===== src/rtl/ngga_pkg.sv =====
// Shared types, constants and helpers for the GGA sentence field extractor.
package ngga_pkg;

    // Overflow limit on characters within one field
    localparam logic [3:0] FIELD_CHAR_LIMIT = 4'd12;

    // Default depth of the command queue between front and back
    localparam int CMDQ_DEPTH_DEF = 4;

    // Storage depths of the character stores
    localparam logic [3:0] TIME_DEPTH = 4'd10;
    localparam logic [3:0] LAT_DEPTH  = 4'd9;
    localparam logic [3:0] LON_DEPTH  = 4'd10;

    // Header length and last field index
    localparam logic [2:0] HDR_LEN   = 3'd6;
    localparam logic [2:0] FIELD_MAX = 3'd7;

    // Field numbers within the sentence
    localparam logic [2:0] FLD_TIME     = 3'd1;
    localparam logic [2:0] FLD_LAT      = 3'd2;
    localparam logic [2:0] FLD_LAT_HEMI = 3'd3;
    localparam logic [2:0] FLD_LON      = 3'd4;
    localparam logic [2:0] FLD_LON_HEMI = 3'd5;
    localparam logic [2:0] FLD_FIX      = 3'd6;

    // Special characters
    localparam logic [7:0] CH_COMMA = 8'h2C;
    localparam logic [7:0] CH_STAR  = 8'h2A;
    localparam logic [7:0] CH_ONE   = 8'h31;

    // Reset contents of the character stores
    localparam logic [0:9][7:0] TIME_INIT = "000000.000";
    localparam logic [0:8][7:0] LAT_INIT  = "0000.0000";
    localparam logic [0:9][7:0] LON_INIT  = "00000.0000";
    localparam logic [7:0]      LAT_HEMI_INIT = "N";
    localparam logic [7:0]      LON_HEMI_INIT = "W";

    // Parser mode
    typedef enum logic [1:0] {
        MODE_SYNC  = 2'd0,
        MODE_DATA  = 2'd1,
        MODE_CHECK = 2'd2
    } t_mode;

    // Store operation carried by one command
    typedef enum logic [3:0] {
        OP_NONE,
        OP_TIME,
        OP_LAT_STAGE,
        OP_LAT_COMMIT,
        OP_LAT_HEMI,
        OP_LON_STAGE,
        OP_LON_COMMIT,
        OP_LON_HEMI,
        OP_FIX
    } t_op;

    // One classified byte, handed from front to back
    typedef struct packed {
        t_op        op;
        logic [3:0] pos;
        logic [7:0] data;
        logic       ended;
        logic       bad;
    } t_cmd;

    // Header character at a given position
    function automatic logic [7:0] hdr_char(input logic [2:0] idx);
        logic [7:0] ch;
        case (idx)
            3'd0:    ch = "$";
            3'd1:    ch = "G";
            3'd2:    ch = "P";
            3'd3:    ch = "G";
            3'd4:    ch = "G";
            3'd5:    ch = "A";
            default: ch = 8'h00;
        endcase
        return ch;
    endfunction

endpackage


===== src/rtl/nmea_gga_field_extractor.sv =====
// Top level of the GGA sentence field extractor.
// A pushed byte is written into the command queue, then taken into the stores and the
// result registers (empty low), with the queue and the shown result clear.
// Throughput: one byte per cycle unless full; front and back end each take one request
// a cycle, decoupled by the queue; the back waits while the held result is not popped.
// Reset (synchronous, active low): parser hunts for the header, queue and result
// empty, character stores back to their zero strings, N, W and no fix.
module nmea_gga_field_extractor #(
    parameter int CMDQ_DEPTH = ngga_pkg::CMDQ_DEPTH_DEF
) (
    input  logic        i_clk,
    input  logic        i_rst_n,
    input  logic        push,
    output logic        full,
    input  logic [7:0]  i_rx_byte,
    output logic        empty,
    input  logic        pop,
    output logic [39:0] o_time_hi,
    output logic [39:0] o_time_lo,
    output logic [39:0] o_lat_hi,
    output logic [31:0] o_lat_lo,
    output logic [7:0]  o_lat_letter,
    output logic [39:0] o_lon_hi,
    output logic [39:0] o_lon_lo,
    output logic [7:0]  o_lon_letter,
    output logic        o_has_fix,
    output logic        o_sentence_end,
    output logic        o_corrupt
);

    ngga_pkg::t_cmd front_cmd, q_cmd;
    logic           in_req, q_empty, q_take;

    assign in_req = push && !full;

    // Byte classification
    ngga_front u_front (
        .i_clk     (i_clk),
        .i_rst_n   (i_rst_n),
        .i_req     (in_req),
        .i_rx_byte (i_rx_byte),
        .o_cmd     (front_cmd)
    );

    // Command queue
    ngga_cmd_fifo #(
        .DEPTH (CMDQ_DEPTH)
    ) u_cmdq (
        .i_clk   (i_clk),
        .i_rst_n (i_rst_n),
        .i_wr    (push),
        .i_wdata (front_cmd),
        .o_full  (full),
        .i_rd    (q_take),
        .o_rdata (q_cmd),
        .o_empty (q_empty)
    );

    // Stores and result
    ngga_back u_back (
        .i_clk          (i_clk),
        .i_rst_n        (i_rst_n),
        .i_cmd_avail    (!q_empty),
        .i_cmd          (q_cmd),
        .o_cmd_take     (q_take),
        .i_pop          (pop),
        .o_empty        (empty),
        .o_time_hi      (o_time_hi),
        .o_time_lo      (o_time_lo),
        .o_lat_hi       (o_lat_hi),
        .o_lat_lo       (o_lat_lo),
        .o_lat_letter   (o_lat_letter),
        .o_lon_hi       (o_lon_hi),
        .o_lon_lo       (o_lon_lo),
        .o_lon_letter   (o_lon_letter),
        .o_has_fix      (o_has_fix),
        .o_sentence_end (o_sentence_end),
        .o_corrupt      (o_corrupt)
    );

endmodule


===== src/rtl/ngga_front.sv =====
// Front end: header match, field and character counting, byte classification.
module ngga_front (
    input  logic            i_clk,
    input  logic            i_rst_n,
    input  logic            i_req,
    input  logic [7:0]      i_rx_byte,
    output ngga_pkg::t_cmd  o_cmd
);

    ngga_pkg::t_mode r_mode, n_mode;
    logic [2:0]      r_hdr_pos, n_hdr_pos;
    logic [2:0]      r_field, n_field;
    logic [3:0]      r_char_pos, n_char_pos;

    // Parser state register
    always_ff @(posedge i_clk) begin
        if (!i_rst_n) begin
            r_mode     <= ngga_pkg::MODE_SYNC;
            r_hdr_pos  <= 3'd0;
            r_field    <= 3'd0;
            r_char_pos <= 4'd0;
        end else if (i_req) begin
            r_mode     <= n_mode;
            r_hdr_pos  <= n_hdr_pos;
            r_field    <= n_field;
            r_char_pos <= n_char_pos;
        end
    end

    // Next state and command for the byte on offer
    always_comb begin
        n_mode     = r_mode;
        n_hdr_pos  = r_hdr_pos;
        n_field    = r_field;
        n_char_pos = r_char_pos;
        o_cmd.op    = ngga_pkg::OP_NONE;
        o_cmd.pos   = r_char_pos;
        o_cmd.data  = i_rx_byte;
        o_cmd.ended = 1'b0;
        o_cmd.bad   = 1'b0;
        case (r_mode)
            ngga_pkg::MODE_DATA: begin
                if (i_rx_byte == ngga_pkg::CH_COMMA) begin
                    n_char_pos = 4'd0;
                    if (r_field == ngga_pkg::FLD_LAT) begin
                        o_cmd.op = ngga_pkg::OP_LAT_COMMIT;
                    end else if (r_field == ngga_pkg::FLD_LON) begin
                        o_cmd.op = ngga_pkg::OP_LON_COMMIT;
                    end
                    if (r_field != ngga_pkg::FIELD_MAX) begin
                        n_field = r_field + 3'd1;
                    end
                end else if (i_rx_byte == ngga_pkg::CH_STAR) begin
                    n_field     = 3'd0;
                    n_char_pos  = 4'd0;
                    n_mode      = ngga_pkg::MODE_CHECK;
                    o_cmd.ended = 1'b1;
                end else if (r_char_pos >= ngga_pkg::FIELD_CHAR_LIMIT) begin
                    // field overflow: drop the byte and hunt for a header again
                    n_mode     = ngga_pkg::MODE_SYNC;
                    n_hdr_pos  = 3'd0;
                    n_field    = 3'd0;
                    n_char_pos = 4'd0;
                    o_cmd.bad  = 1'b1;
                end else begin
                    case (r_field)
                        ngga_pkg::FLD_TIME: begin
                            if (r_char_pos < ngga_pkg::TIME_DEPTH) begin
                                o_cmd.op = ngga_pkg::OP_TIME;
                            end
                        end
                        ngga_pkg::FLD_LAT: begin
                            if (r_char_pos < ngga_pkg::LAT_DEPTH) begin
                                o_cmd.op = ngga_pkg::OP_LAT_STAGE;
                            end
                        end
                        ngga_pkg::FLD_LAT_HEMI: o_cmd.op = ngga_pkg::OP_LAT_HEMI;
                        ngga_pkg::FLD_LON: begin
                            if (r_char_pos < ngga_pkg::LON_DEPTH) begin
                                o_cmd.op = ngga_pkg::OP_LON_STAGE;
                            end
                        end
                        ngga_pkg::FLD_LON_HEMI: o_cmd.op = ngga_pkg::OP_LON_HEMI;
                        ngga_pkg::FLD_FIX:      o_cmd.op = ngga_pkg::OP_FIX;
                        default:                o_cmd.op = ngga_pkg::OP_NONE;
                    endcase
                    n_char_pos = r_char_pos + 4'd1;
                end
            end
            ngga_pkg::MODE_CHECK: begin
                // byte after the star is skipped
                n_mode     = ngga_pkg::MODE_SYNC;
                n_hdr_pos  = 3'd0;
                n_field    = 3'd0;
                n_char_pos = 4'd0;
            end
            default: begin
                n_mode = ngga_pkg::MODE_SYNC;
                if (r_hdr_pos < ngga_pkg::HDR_LEN &&
                    i_rx_byte == ngga_pkg::hdr_char(r_hdr_pos)) begin
                    if (r_hdr_pos == ngga_pkg::HDR_LEN - 3'd1) begin
                        n_mode     = ngga_pkg::MODE_DATA;
                        n_hdr_pos  = 3'd0;
                        n_field    = 3'd0;
                        n_char_pos = 4'd0;
                    end else begin
                        n_hdr_pos = r_hdr_pos + 3'd1;
                    end
                end else begin
                    n_hdr_pos = 3'd0;
                end
            end
        endcase
    end

endmodule


===== src/rtl/ngga_cmd_fifo.sv =====
// Short command queue between the front end and the store back end.
module ngga_cmd_fifo #(
    parameter int DEPTH = ngga_pkg::CMDQ_DEPTH_DEF
) (
    input  logic            i_clk,
    input  logic            i_rst_n,
    input  logic            i_wr,
    input  ngga_pkg::t_cmd  i_wdata,
    output logic            o_full,
    input  logic            i_rd,
    output ngga_pkg::t_cmd  o_rdata,
    output logic            o_empty
);

    localparam int PTR_W = (DEPTH > 1) ? $clog2(DEPTH) : 1;
    localparam int CNT_W = $clog2(DEPTH + 1);
    localparam logic [PTR_W-1:0] PTR_LAST = PTR_W'(DEPTH - 1);
    localparam logic [CNT_W-1:0] CNT_FULL = CNT_W'(DEPTH);

    ngga_pkg::t_cmd   r_mem [DEPTH];
    logic [PTR_W-1:0] r_wr_ptr, r_rd_ptr;
    logic [CNT_W-1:0] r_count;
    logic             wr_en, rd_en;

    assign o_full  = (r_count == CNT_FULL);
    assign o_empty = (r_count == '0);
    assign wr_en   = i_wr && !o_full;
    assign rd_en   = i_rd && !o_empty;
    assign o_rdata = r_mem[r_rd_ptr];

    // Pointers and fill count
    always_ff @(posedge i_clk) begin
        if (!i_rst_n) begin
            r_wr_ptr <= '0;
            r_rd_ptr <= '0;
            r_count  <= '0;
        end else begin
            if (wr_en) begin
                r_wr_ptr <= (r_wr_ptr == PTR_LAST) ? '0 : r_wr_ptr + PTR_W'(1);
            end
            if (rd_en) begin
                r_rd_ptr <= (r_rd_ptr == PTR_LAST) ? '0 : r_rd_ptr + PTR_W'(1);
            end
            if (wr_en && !rd_en) begin
                r_count <= r_count + CNT_W'(1);
            end else if (rd_en && !wr_en) begin
                r_count <= r_count - CNT_W'(1);
            end
        end
    end

    // Entry storage
    always_ff @(posedge i_clk) begin
        if (wr_en) begin
            r_mem[r_wr_ptr] <= i_wdata;
        end
    end

endmodule


===== src/rtl/ngga_back.sv =====
// Back end: character stores, commit copies and the held result.
module ngga_back (
    input  logic            i_clk,
    input  logic            i_rst_n,
    input  logic            i_cmd_avail,
    input  ngga_pkg::t_cmd  i_cmd,
    output logic            o_cmd_take,
    input  logic            i_pop,
    output logic            o_empty,
    output logic [39:0]     o_time_hi,
    output logic [39:0]     o_time_lo,
    output logic [39:0]     o_lat_hi,
    output logic [31:0]     o_lat_lo,
    output logic [7:0]      o_lat_letter,
    output logic [39:0]     o_lon_hi,
    output logic [39:0]     o_lon_lo,
    output logic [7:0]      o_lon_letter,
    output logic            o_has_fix,
    output logic            o_sentence_end,
    output logic            o_corrupt
);

    logic [0:9][7:0] r_time;
    logic [0:8][7:0] r_lat_stage, r_lat;
    logic [0:9][7:0] r_lon_stage, r_lon;
    logic [7:0]      r_lat_hemi, r_lon_hemi;
    logic            r_fix, r_ended, r_bad, r_valid;

    // The stores stay put until the shown result is taken
    assign o_cmd_take = i_cmd_avail && (!r_valid || i_pop);
    assign o_empty    = !r_valid;

    // Result valid and per-request flags
    always_ff @(posedge i_clk) begin
        if (!i_rst_n) begin
            r_valid <= 1'b0;
            r_ended <= 1'b0;
            r_bad   <= 1'b0;
        end else if (o_cmd_take) begin
            r_valid <= 1'b1;
            r_ended <= i_cmd.ended;
            r_bad   <= i_cmd.bad;
        end else if (i_pop) begin
            r_valid <= 1'b0;
        end
    end

    // Character stores
    always_ff @(posedge i_clk) begin
        if (!i_rst_n) begin
            r_time      <= ngga_pkg::TIME_INIT;
            r_lat_stage <= ngga_pkg::LAT_INIT;
            r_lat       <= ngga_pkg::LAT_INIT;
            r_lon_stage <= ngga_pkg::LON_INIT;
            r_lon       <= ngga_pkg::LON_INIT;
            r_lat_hemi  <= ngga_pkg::LAT_HEMI_INIT;
            r_lon_hemi  <= ngga_pkg::LON_HEMI_INIT;
            r_fix       <= 1'b0;
        end else if (o_cmd_take) begin
            case (i_cmd.op)
                ngga_pkg::OP_TIME:       r_time[i_cmd.pos]      <= i_cmd.data;
                ngga_pkg::OP_LAT_STAGE:  r_lat_stage[i_cmd.pos] <= i_cmd.data;
                ngga_pkg::OP_LAT_COMMIT: r_lat                  <= r_lat_stage;
                ngga_pkg::OP_LAT_HEMI:   r_lat_hemi             <= i_cmd.data;
                ngga_pkg::OP_LON_STAGE:  r_lon_stage[i_cmd.pos] <= i_cmd.data;
                ngga_pkg::OP_LON_COMMIT: r_lon                  <= r_lon_stage;
                ngga_pkg::OP_LON_HEMI:   r_lon_hemi             <= i_cmd.data;
                ngga_pkg::OP_FIX:        r_fix <= (i_cmd.data == ngga_pkg::CH_ONE);
                default: ;
            endcase
        end
    end

    // Result fields, first character in the top byte
    assign o_time_hi      = r_time[0:4];
    assign o_time_lo      = r_time[5:9];
    assign o_lat_hi       = r_lat[0:4];
    assign o_lat_lo       = r_lat[5:8];
    assign o_lat_letter   = r_lat_hemi;
    assign o_lon_hi       = r_lon[0:4];
    assign o_lon_lo       = r_lon[5:9];
    assign o_lon_letter   = r_lon_hemi;
    assign o_has_fix      = r_fix;
    assign o_sentence_end = r_ended;
    assign o_corrupt      = r_bad;

endmodule

===== config.mk =====
export PLATFORM = sky130hd
export DESIGN_NAME = nmea_gga_field_extractor
export DESIGN_NICKNAME = d
export VERILOG_FILES = /design/src/rtl/ngga_pkg.sv /design/src/rtl/nmea_gga_field_extractor.sv /design/src/rtl/ngga_front.sv /design/src/rtl/ngga_cmd_fifo.sv /design/src/rtl/ngga_back.sv
export SDC_FILE = /design/constraint.sdc
export NUM_CORES = 1
export LEC_CHECK = 0
export BUFFER_PORTS_ARGS = -buffer_cell sky130_fd_sc_hd__buf_2
export CAP_MARGIN = 10
export CELL_PAD_IN_SITES_DETAIL_PLACEMENT = 1
export CELL_PAD_IN_SITES_GLOBAL_PLACEMENT = 1
export CORE_UTILIZATION = 47
export CTS_BUF_LIST = sky130_fd_sc_hd__clkbuf_4 sky130_fd_sc_hd__clkbuf_8 sky130_fd_sc_hd__clkbuf_16
export CTS_CLUSTER_DIAMETER = 100
export CTS_CLUSTER_SIZE = 40
export DETAILED_ROUTE_END_ITERATION = 10
export PLACE_DENSITY = 0.95
export RECOVER_POWER = 100
export SETUP_SLACK_MARGIN = 0.05
export SYNTH_ARGS = -nofsm -noshare
export SYNTH_HDL_FRONTEND = slang
export SYNTH_SLANG_ARGS = --single-unit

===== constraint.sdc =====
create_clock -name i_clk -period 8.37 [get_ports i_clk]
set_input_delay 0.4185 -clock i_clk [delete_from_list [all_inputs] [get_ports i_clk]]
set_output_delay 0.4185 -clock i_clk [all_outputs]
set_load 0.01 [all_outputs]

==> results.json <==
{
  "cts_resized": 0,
  "initial_core_util": 0.4813,
  "grt.total_usage": 0.2617,
  "cap_violations": 4,
  "cts_made_buffers": 16,
  "cp_top_family": "buffers and inverters",
  "post_route_cells_drive_above_1_share": 0.03809,
  "die_h_um": 199.3,
  "violations": "max-capacitance violations, max-slew violations",
  "cts.htree.levels": 1,
  "start_kind": "input pin",
  "fmax_ghz": 0.1733,
  "period_needed_ns": 5.769,
  "avgViaCountPerCell": 5.610,
  "synth_area_leaders": "dfxtp_1, edfxtp_1, nand2_1",
  "netlist.area_leader.share": 0.4650,
  "dp_hpwl_mm": 35.41,
  "pin_count": 265,
  "p_seq_frac": 0.556,
  "p_total_mw": 4.692,
  "firstDrtPassIters": 5,
  "clockBufferDepth": 3,
  "critPathKind": "input pin to flop",
  "final.setup.worst_slack_ns": 2.601,
  "ant_nets": 0,
  "cts_hold_buf": 0,
  "power.share.combinational": 0.207,
  "status": "finished, violations left",
  "cts_tree": "built",
  "ys_seq_elements": 497,
  "p_int_mw": 3.198,
  "drt-total-wl_mm": 53.00,
  "final_hold_viol_count": 0,
  "drv_slew": 312,
  "routedWlPerCell_um": 20.71,
  "setup_violations": 0,
  "grt_remaining_overflow": 0,
  "cpMaxStageDelayCell": "clkbuf_2",
  "synth_seq_area_share": 0.5831,
  "final_nets": 2070,
  "yosys.cell_types.count": 69,
  "cp.required_ns": 8.83,
  "crit_arrival_ns": 6.23,
  "coreArea_um2": 38020,
  "clock_skew_ns": 0.01845,
  "die-area_um2": 39730,
  "period_share": 0.6893,
  "ys.flop_type": "dfxtp_1",
  "end_kind": "flop",
  "crit_buf_inv": 3,
  "fin_setup_tns_ns": 0,
  "syn_area_per_cell_um2": 9.677,
  "synth_most_common_cell": "nand2_1",
  "cpPeakStageDelay_ns": 3.25,
  "power_switching_mw": 1.494,
  "p_leak_nw": 7.035,
  "root_buffer": "clkbuf_16",
  "numClockSinks": 497,
  "drc_errors": 0,
  "clk_pin_slew_ns": 0.14,
  "holdCritPathClass": "input pin to flop",
  "synth_top_area_cell": "dfxtp_1",
  "area_delta_synth_final_pct": 8.397,
  "n_fill_cell": 4558,
  "worst_pin_slew_ns": 4.563,
  "post_cts_buffers": 0,
  "dp_slack_ns": 4.322,
  "grt_pass1_vias": 14480,
  "synthCells": 1891,
  "ir_worst_vdd_mv": 0.1354,
  "vias": 14360,
  "async_flop_share": 0,
  "ys_top_cells_by_count": "nand2_1, dfxtp_1, nand3_1",
  "netlist_area_um2": 18300,
  "insertion_delay_ns": 0.55,
  "antenna_cells": 0,
  "relSlewSlack": -2.042,
  "die_w_um": 199.3,
  "globalplace.congestion": 0.8106,
  "drt_iter0_markers": 915,
  "swShare": 0.3184,
  "synth_nets": 1920,
  "cp_max_fo": 255,
  "grt_pass1_wl_mm": 80.69,
  "rsz0062_at_grt": "false",
  "portBuffers": 264,
  "power_density_nw_per_um2": 236.5,
  "synth_warnings": 0,
  "grt_max_degree": 256,
  "synth_edf_count": 72,
  "crit_chain": "buf_8 -> clkbuf_2 -> nand2_1 -> clkbuf_1 -> o21ai_0",
  "rows": 71,
  "p_clk_frac": 0.237,
  "antenna_found_initial": 2
}
[layout make-up]
class,count,area [um^2],area share
clock buffer,22,469.2,0.02365
clock inverter,3,26.28,0.001325
inverter,18,67.56,0.003406
multi-input combinational,1231,6874,0.3466
sequential,497,10670,0.5379
tap,511,639.4,0.03223
timing repair buffer,277,1089,0.05488
[logic make-up (layout without fill, tap and decap cells)]
family / Yosys count / in the layout / synth area share
AND/OR/NAND/NOR: 780 / 780 / 0.1933
flip-flops: 497 / 497 / 0.5831
AO/OA/AOI/OAI: 384 / 384 / 0.1334
buffers and inverters: 163 / 320 / 0.03952
multiplexers: 47 / 47 / 0.03720
adder cells (fa/ha/maj): 17 / 17 / 0.01203
XOR/XNOR: 3 / 3 / 0.001436
[cells in the final DEF, fill, tap and decap left out, types with 8 or more instances in the layout]
cell type / Yosys / layout
ha_1: 16 / 16
nor3_1: 9 / 10
mux2i_1: 26 / 26
nor2_1: 25 / 25
nand3_1: 232 / 232
buf_4: 2 / 9
nor2b_1: 17 / 17
inv_1: 18 / 18
clkbuf_1: 100 / 264
edfxtp_1: 72 / 72
o21ai_1: 41 / 8
o21ai_0: 139 / 171
dfxtp_1: 425 / 425
clkbuf_16: 0 / 17
mux4_2: 15 / 15
a21boi_0: 102 / 113
o211ai_1: 56 / 56
nand2b_1: 10 / 10
nand2_1: 433 / 437
[metal layers]
metal / up-vias / track usage / wire length (um)
met1: 7154 / 0.3231 / 22450
met2: 342 / 0.4699 / 26490
met5: - / 0 / 0
met3: 79 / 0.03747 / 2542
met4: 0 / 0.07920 / 1513
li1: 6780 / - / -
[worst register-to-register path, cell delays in order, from the launching register on]
cell and delay, ns:
dfxtp_1 0.40, clkbuf_1 1.15, mux4_1 0.74, or4_1 0.51, nor2_1 0.84, nand2_1 0.66, nand2_1 0.22, o211ai_1 0.11
[registers in the layout, summed over array words and instances (netlist names), 4 cells and up, named ones only]
signal,count
u_back.r_lon_stage,80
u_cmdq.r_mem,72
u_back.o_time_lo,40
u_back.o_lon_hi,40
u_back.o_lat_lo,32
u_back.o_lat_hi,40
u_back.o_lat_letter,8
u_back.o_time_hi,40
u_back.r_lat_stage,72
u_front.r_char_pos,4
u_back.o_lon_lo,40
u_back.o_lon_letter,8
[path summary, 6_finish.rpt]
check        slack [ns]                                   to  cells past startpoint                                start
max                2.60  u_back.r_lat_stage[10]$_SDFFE_PN0P_                      5                              i_rst_n
min                0.20         u_cmdq.r_mem[2][5]$_DFFE_PP_                      1                         i_rx_byte[3]
max reg2reg        3.43   u_back.r_lat_stage[4]$_SDFFE_PN1P_                      7                                 flop
min reg2reg        0.47     u_back.o_lon_lo[15]$_SDFFE_PN0P_                      2  u_back.r_lon_stage[15]$_SDFFE_PN0P_
[metrics by stage]
stage | cells | hold slack (ns) | util | instance area, um^2
6_report | 2559 | 0.2042 | 0.5217 | 19840
5_1_grt | 2559 | 0.1793 | 0.5217 | 19840
4_1_cts | 2559 | 0.09342 | 0.5328 | 20260
3_5_place_dp | 2534 | 0.4500 | 0.5198 | 19760
3_3_place_gp | 2534 | 0.4370 | 0.5198 | 19760
2_1_floorplan | 1891 | 0.4310 | - | 18300
[power groups by stage]
| stage | clock network [mW] | registers [mW] | logic (mW) |
|---|---|---|---|
| global placement | 0 | 2.65 | 0.961 |
| finish | 1.11 | 2.61 | 0.972 |
| CTS | 1.14 | 2.61 | 1.01 |
| global route | 1.21 | 2.62 | 1.04 |
| floorplan | 0 | 2.64 | 0.611 |
| detailed placement | 0 | 2.66 | 1.00 |
(Power assumes the default switching activity.)
